--- src/hdl/atla_pkg.sv ---
package atla_pkg;

  localparam int ENTRIES_DEF = 64;

  localparam int OPW  = 3;
  localparam int TW   = 32;
  localparam int AW   = 32;
  localparam int EIW  = 6;
  localparam int STW  = 8;
  localparam int LTW  = 31;
  localparam int SSW  = 2;
  localparam int CIW  = 8;
  localparam int CDW  = 32;
  localparam int IN_DW  = 80;
  localparam int OUT_DW = 16;

  localparam logic [OPW-1:0] OP_ADD    = 3'd0;
  localparam logic [OPW-1:0] OP_FIND   = 3'd1;
  localparam logic [OPW-1:0] OP_TOUCH  = 3'd2;
  localparam logic [OPW-1:0] OP_SETST  = 3'd3;
  localparam logic [OPW-1:0] OP_DELETE = 3'd4;

  localparam logic [SSW-1:0] ST_DONE  = 2'd0;
  localparam logic [SSW-1:0] ST_MISS  = 2'd1;
  localparam logic [SSW-1:0] ST_NOTUSE = 2'd2;

  localparam logic [CIW-1:0] REG_LIFETIME = 8'd0;
  localparam logic [CIW-1:0] REG_INIT_ST  = 8'd1;

  localparam logic [TW-1:0]  LIFETIME_RST = 32'd1000;

  // controller steps
  localparam int SPW = 4;
  localparam logic [SPW-1:0] S_IDLE   = 4'd0;
  localparam logic [SPW-1:0] S_DISP   = 4'd1;
  localparam logic [SPW-1:0] S_SW_RD  = 4'd2;
  localparam logic [SPW-1:0] S_SW_EV  = 4'd3;
  localparam logic [SPW-1:0] S_AL_CHK = 4'd4;
  localparam logic [SPW-1:0] S_EV_RD  = 4'd5;
  localparam logic [SPW-1:0] S_EV_WR  = 4'd6;
  localparam logic [SPW-1:0] S_AL_RD  = 4'd7;
  localparam logic [SPW-1:0] S_AL_WR  = 4'd8;
  localparam logic [SPW-1:0] S_LINK   = 4'd9;
  localparam logic [SPW-1:0] S_FIND   = 4'd10;
  localparam logic [SPW-1:0] S_FLAST  = 4'd11;
  localparam logic [SPW-1:0] S_FEND   = 4'd12;
  localparam logic [SPW-1:0] S_E_RD   = 4'd13;
  localparam logic [SPW-1:0] S_E_WR   = 4'd14;
  localparam logic [SPW-1:0] S_OUT    = 4'd15;

  typedef struct packed {
    logic [SPW-1:0] step;
    logic           accept;
  } cmd_t;

  typedef struct packed {
    logic is_add;
    logic is_find;
    logic is_entry;
    logic is_touch;
    logic entry_ok;
    logic sweep_due;
    logic cur_valid;
    logic expired;
    logic need_evict;
    logic scan_last;
  } sts_t;

  function automatic logic is_after(input logic [TW-1:0] a, input logic [TW-1:0] b);
    logic [TW-1:0] d;
    d = b - a;
    return d[TW-1];
  endfunction

endpackage

--- src/hdl/atla_ctrl.sv ---
module atla_ctrl (
  input  logic          clk,
  input  logic          rst,
  input  logic          in_valid,
  input  logic          out_ready,
  input  atla_pkg::sts_t sts,
  output atla_pkg::cmd_t cmd,
  output logic          in_ready,
  output logic          out_valid
);

  logic [atla_pkg::SPW-1:0] state;
  logic [atla_pkg::SPW-1:0] state_next;

  always_comb begin
    state_next = state;
    case (state)
      atla_pkg::S_IDLE: begin
        if (in_valid) state_next = atla_pkg::S_DISP;
      end
      atla_pkg::S_DISP: begin
        if (sts.is_add) begin
          state_next = sts.sweep_due ? atla_pkg::S_SW_RD : atla_pkg::S_AL_CHK;
        end else if (sts.is_find) begin
          state_next = atla_pkg::S_FIND;
        end else if (sts.is_entry && sts.entry_ok) begin
          state_next = atla_pkg::S_E_RD;
        end else begin
          state_next = atla_pkg::S_OUT;
        end
      end
      atla_pkg::S_SW_RD:  state_next = sts.cur_valid ? atla_pkg::S_SW_EV : atla_pkg::S_AL_CHK;
      atla_pkg::S_SW_EV:  state_next = sts.expired ? atla_pkg::S_SW_RD : atla_pkg::S_AL_CHK;
      atla_pkg::S_AL_CHK: state_next = sts.need_evict ? atla_pkg::S_EV_RD : atla_pkg::S_AL_RD;
      atla_pkg::S_EV_RD:  state_next = atla_pkg::S_EV_WR;
      atla_pkg::S_EV_WR:  state_next = atla_pkg::S_AL_RD;
      atla_pkg::S_AL_RD:  state_next = atla_pkg::S_AL_WR;
      atla_pkg::S_AL_WR:  state_next = atla_pkg::S_LINK;
      atla_pkg::S_LINK:   state_next = atla_pkg::S_OUT;
      atla_pkg::S_FIND:   state_next = sts.scan_last ? atla_pkg::S_FLAST : atla_pkg::S_FIND;
      atla_pkg::S_FLAST:  state_next = atla_pkg::S_FEND;
      atla_pkg::S_FEND:   state_next = atla_pkg::S_OUT;
      atla_pkg::S_E_RD:   state_next = atla_pkg::S_E_WR;
      atla_pkg::S_E_WR:   state_next = sts.is_touch ? atla_pkg::S_LINK : atla_pkg::S_OUT;
      atla_pkg::S_OUT: begin
        if (out_ready) state_next = atla_pkg::S_IDLE;
      end
      default: state_next = atla_pkg::S_IDLE;
    endcase
  end

  always_ff @(posedge clk) begin
    if (rst) begin
      state <= atla_pkg::S_IDLE;
    end else begin
      state <= state_next;
    end
  end

  assign in_ready   = (state == atla_pkg::S_IDLE);
  assign out_valid  = (state == atla_pkg::S_OUT);
  assign cmd.step   = state;
  assign cmd.accept = in_ready && in_valid;

endmodule

--- config.mk ---
export PLATFORM = sky130hd
export DESIGN_NAME = atla_ctrl
export DESIGN_NICKNAME = d
export VERILOG_FILES = /design/src/hdl/atla_pkg.sv /design/src/hdl/atla_ctrl.sv
export SDC_FILE = /design/constraint.sdc
export NUM_CORES = 1
export LEC_CHECK = 0
export BUFFER_PORTS_ARGS = -buffer_cell sky130_fd_sc_hd__buf_2
export CAP_MARGIN = 20
export CELL_PAD_IN_SITES_DETAIL_PLACEMENT = 1
export CELL_PAD_IN_SITES_GLOBAL_PLACEMENT = 1
export CORE_AREA = 2 2 42 44
export CTS_BUF_LIST = sky130_fd_sc_hd__clkbuf_8
export DETAILED_ROUTE_END_ITERATION = 8
export DIE_AREA = 0 0 44 46
export HOLD_SLACK_MARGIN = 0.15
export PLACE_DENSITY = 0.72
export SETUP_SLACK_MARGIN = 0.5
export SLEW_MARGIN = 25
export SYNTH_ARGS = -nofsm -noshare
export SYNTH_HDL_FRONTEND = slang
export SYNTH_SLANG_ARGS = --single-unit
--- constraint.sdc ---
create_clock -name clk -period 1.2 [get_ports clk]
set_input_delay 0.18 -clock clk [delete_from_list [all_inputs] [get_ports clk]]
set_output_delay 0.18 -clock clk [all_outputs]
set_load 0.01 [all_outputs]
==> Word level (Yosys, flattened, before mapping) <==
Cells that the tools add are included.
{ "classes": {"eq_ne": 17, "muxes": 12, "n_reduce_logical": 5} }
{ "op_table": {"columns": ["op", "n"], "rows": [
  ["$pmux 4 s15", 1],
  ["$eq 4x4->1 const B", 8],
  ["$eq 4x3->1 const B", 4],
  ["$mux 3", 5],
  ["$mux 4", 3],
  ["$eq 4x2->1 const B", 2],
  ["$eq 4x1->1 const B", 1],
  ["$logic_not 4->1", 1],
  ["$mux 2", 2],
  ["$ne 2x2->1 const B", 2],
  ["$logic_and 1x1->1", 2],
  ["$reduce_and 2->1", 1],
  ["$reduce_or 2->1", 1],
  ["$mux 1", 1]
]} }
{ "totals": {"register_bits": 4, "output_inout_bits": 7} }

==> Longest topological paths before layout <==
{ "logic_depth": {"depth_word": 5, "depth_mapped": 5, "depth_no_buf": 4} }

==> Least setup slack after synthesis <==
Ideal clock, no wire load.
{ "synth_path": {"path_kind": "reg-to-output", "startpoint": "register state[1] in the netlist's numbering", "endpoint": "output cmd[0] in the netlist's numbering", "arrival_ps": 1255, "path_slack_ps": -235, "path_stages_with_launch": 5, "cell_sequence": "dfxtp_1 > buf_6 > or3_4 > nor2_1 > and2_1"} }
{ "synth_lines": {"columns": ["item", "line", "rtl"], "rows": [
  ["start: declaration", "atla_ctrl.sv:12", "logic [atla_pkg::SPW-1:0] state;"],
  ["start signal: assignment", "atla_ctrl.sv:54", "state <= atla_pkg::S_IDLE;"],
  ["start signal: assignment", "atla_ctrl.sv:56", "state <= state_next;"],
  ["end: declaration", "atla_ctrl.sv:7", "output atla_pkg::cmd_t cmd,"]
]} }

==> results.rst <==
.. list-table::
   :header-rows: 1

   * - Metric
     - Value
   * - Slew headroom
     - 84.15%
   * - Synthesis-to-finish area growth
     - 99.70%
   * - Minimum setup slack in the final design
     - -0.2555 ns
   * - Area of the multi-input gates
     - 347.8 um2
   * - Hold violation total from the final report
     - 0
   * - Cell with the largest stage delay on the worst path
     - sky130_fd_sc_hd__or3_4
   * - Most instantiated cells after synthesis
     - sky130_fd_sc_hd__a21oi_1, sky130_fd_sc_hd__nor2_1, sky130_fd_sc_hd__buf_6, sky130_fd_sc_hd__dfxtp_1, sky130_fd_sc_hd__o21ai_0
   * - Net switching power of the design
     - 973.3 uW
   * - Layout net count
     - 110
   * - Clk sinks
     - 4
   * - Top cell type's share of synthesized area
     - 19.34%
   * - Post-route insts no fill
     - 111
   * - Most area-hungry cell type in the Yosys netlist
     - sky130_fd_sc_hd__dfxtp_1
   * - Half-perimeter wire length after placement
     - 1151 um
   * - Initial Utilization
     - 25.66%
   * - Ports placed on the boundary
     - 21
   * - Post-route cell area
     - 827.0 um2
   * - Regs by FF count
     - state: 4 flops
   * - Area of the mapped netlist
     - 414.1 um2
   * - Global-route wire length before repair
     - 2608 um
   * - Standard-cell rows
     - 15
   * - Switching share of total power
     - 39.60%
   * - Instance area at placement
     - 635.6 um2
   * - Clock transition at path regs
     - 0.03 ns
   * - Number of diodes added for antenna fixing
     - 0
   * - Total Die Area
     - 2024 um2
   * - PortBufs
     - 20
   * - Max H-tree Level
     - 1
   * - Clock share of power
     - 11.4%
   * - Shortest clock period the worst path allows after layout
     - 1.455 ns
   * - Filler Cell Count
     - 202
   * - Antenna violations before repair
     - 0
   * - Number of max-capacitance violations reported
     - 0
   * - DRC violations left
     - 0
   * - Placed Cells incl. Taps
     - 100
   * - Number of flops mapped to enable cells by yosys
     - 0
   * - Gate Count Post-Synth
     - 53
   * - Critical path type
     - register to output pin
   * - Total Wirelength
     - 1739 um
   * - Setup Viol. Count Final
     - 7
   * - Failing checks
     - setup timing
   * - Clock root buffer master
     - sky130_fd_sc_hd__clkbuf_8
   * - Synthesized area per cell
     - 7.814 um2
   * - Ranking of synthesized cells by area
     - sky130_fd_sc_hd__dfxtp_1, sky130_fd_sc_hd__buf_6, sky130_fd_sc_hd__a21oi_1
   * - Worst-Skew Late Latency
     - 0.22 ns
   * - Die span in y
     - 46 um
   * - YS warnings
     - 0
   * - Largest register by flop count
     - state
   * - Number of DRC markers after the initial detailed-route iteration
     - 10
   * - Worst hold-check path type
     - input pin to register
   * - Power share of the combinational group
     - 74.7%
   * - Final number of max-transition violations
     - 0
   * - Internal Power
     - 1.484 mW
   * - CP required
     - 1.02 ns
   * - Peak Freq
     - 687.1 MHz
   * - Routability congestion estimate
     - 0.7906
   * - Routed wire length per instance
     - 15.67 um
   * - Unrepaired setup endpoints after global routing
     - yes
   * - Final clock period utilization by the worst path
     - 121.3%
   * - Flip-flop count of the largest register, all copies and words added
     - 4
   * - Commonest register cell after synthesis
     - sky130_fd_sc_hd__dfxtp_1
   * - Share of synthesized area occupied by flip-flops and latches
     - 19.34%
   * - Clock tree from TritonCTS
     - built
   * - Layout cells sized above 1
     - 71.28%
   * - Worst voltage drop across the vdd grid
     - 0.001200 V
   * - Fraction of registers with async set or reset after synthesis
     - 0%
   * - Global route overflow
     - 0
   * - Count of vias placed by the detailed router
     - 583
   * - CP max stage delay
     - 0.41 ns
   * - Overall global routing resource usage
     - 17.47%
   * - Maximum clock path buffer count
     - 2
   * - Arrival @ worst endpoint
     - 1.28 ns
   * - Pin count of the biggest net entering global routing
     - 12
   * - Total Power
     - 2.458 mW
   * - Crit path cell chain
     - or3_4 > nor2_4 > and2_4 > buf_6
   * - Kind of start point of the critical path
     - register
   * - Number of iterations in the first detailed-routing pass
     - 4
   * - Vias in the first global route
     - 579
   * - Detailed-route vias per instance
     - 5.252
   * - Final clock skew
     - 0.005321 ns
   * - Sequential Power Share
     - 13.9%
   * - Library cells used by synthesis
     - 30
   * - Power density of the placed cells
     - 2972 nW/um2
   * - Flop and latch count out of synthesis
     - 4
   * - Die Width
     - 44 um
   * - Post-detailed-route count of antenna-violating nets
     - 0
   * - Critical path fanouts, max
     - 2
   * - Total leakage power
     - 0.3742 nW
   * - Result of the run
     - finished, violations left
   * - Crit path capture type
     - output pin
   * - Core area
     - 1614 um2
   * - Sequential cell area
     - 95.09 um2
   * - Setup TNS
     - -1.190 ns
   * - Transition time at the pin with the least slew margin
     - 0.2372 ns
   * - Net count after synthesis
     - 67
   * - Number of buffers created by CTS
     - 3
   * - CTS Hold Bufs
     - 0
[critical path, delay by kind of cell (launching register included)]
| kind | cells | cell delay, ns |
|---|---|---|
| flip-flops | 1 | 0.34 |
| buffers and inverters | 1 | 0.09 |
| AND/OR/NAND/NOR | 3 | 0.64 |
[final timing paths]
| kind | start | endpoint | slack, ns | cells past startpoint |
|---|---|---|---|---|
| max | state[3]$_SDFFE_PP0P_ | cmd[0] | -0.26 | 4 |
| max reg2reg | state[3]$_SDFFE_PP0P_ | state[0]$_SDFFE_PP0P_ | -0.19 | 6 |
| min reg2reg | state[1]$_SDFFE_PP0P_ | state[3]$_SDFFE_PP0P_ | 0.67 | 3 |
| min | rst | state[3]$_SDFFE_PP0P_ | 0.19 | 2 |
[layer usage]
metal	track usage (%)	part of all wire [%]	up-vias
li1	-	-	288
met1	21.08	40	280
met2	32.65	56	15
met3	2.381	3.9	0
met4	3.636	0	0
met5	0	0	-
[stage by stage]
stage | util [%] | worst slack (ns) | hold slack [ns]
after floorplan | - | -0.1152 | 0.2417
after global placement | 39.38 | -0.06770 | 0.3903
after detailed placement | 39.38 | -0.1041 | 0.3929
after CTS | 45.66 | -0.2614 | 0.1739
after global routing | 51.24 | -0.2969 | 0.2043
final | 51.24 | -0.2555 | 0.1942
[logic make-up after synthesis]
logic type / count (synthesis) / synth area share (%)
buffers and inverters: 7 / 13.59
muxes: 1 / 2.719
DFF: 4 / 19.34
AOI/OAI and AO/OA: 20 / 33.84
and+or+nand+nor: 21 / 30.52
[placed cells by master (no fill, tap or decap), types with 2 or more instances in the layout]
master	synthesis	routed
sky130_fd_sc_hd__buf_4	0	19
sky130_fd_sc_hd__buf_2	0	16
sky130_fd_sc_hd__buf_6	4	6
sky130_fd_sc_hd__dfxtp_4	0	4
sky130_fd_sc_hd__a21oi_1	5	3
sky130_fd_sc_hd__nor2_1	5	3
sky130_fd_sc_hd__o21ai_1	0	3
sky130_fd_sc_hd__nor3_1	3	3
sky130_fd_sc_hd__clkbuf_8	0	3
sky130_fd_sc_hd__inv_1	3	2
sky130_fd_sc_hd__a21oi_2	0	2
[repair_timing]
item,4_1_cts,5_1_grt
resized for setup,9,11
pin swaps,7,2
endpoints found under the setup margin,11,11
buffers inserted,3,5
[layout make-up]
class | count | area share (%)
well taps | 17 | 2.572
repair buffers | 42 | 37.52
clock buffers | 3 | 4.992
multi-input cells | 42 | 42.06
flip-flops and latches | 4 | 11.50
inverters | 3 | 1.362
[power by group through the flow]
stage | clock [mW] | combinational (mW) | sequential (mW)
2_1_floorplan | 0 | 0.810 | 0.341
3_3_place_gp | 0 | 1.26 | 0.345
3_5_place_dp | 0 | 1.27 | 0.359
4_1_cts | 0.287 | 1.49 | 0.360
5_1_grt | 0.299 | 1.96 | 0.354
6_report | 0.280 | 1.84 | 0.342
Power figures use the tool's default switching activity.
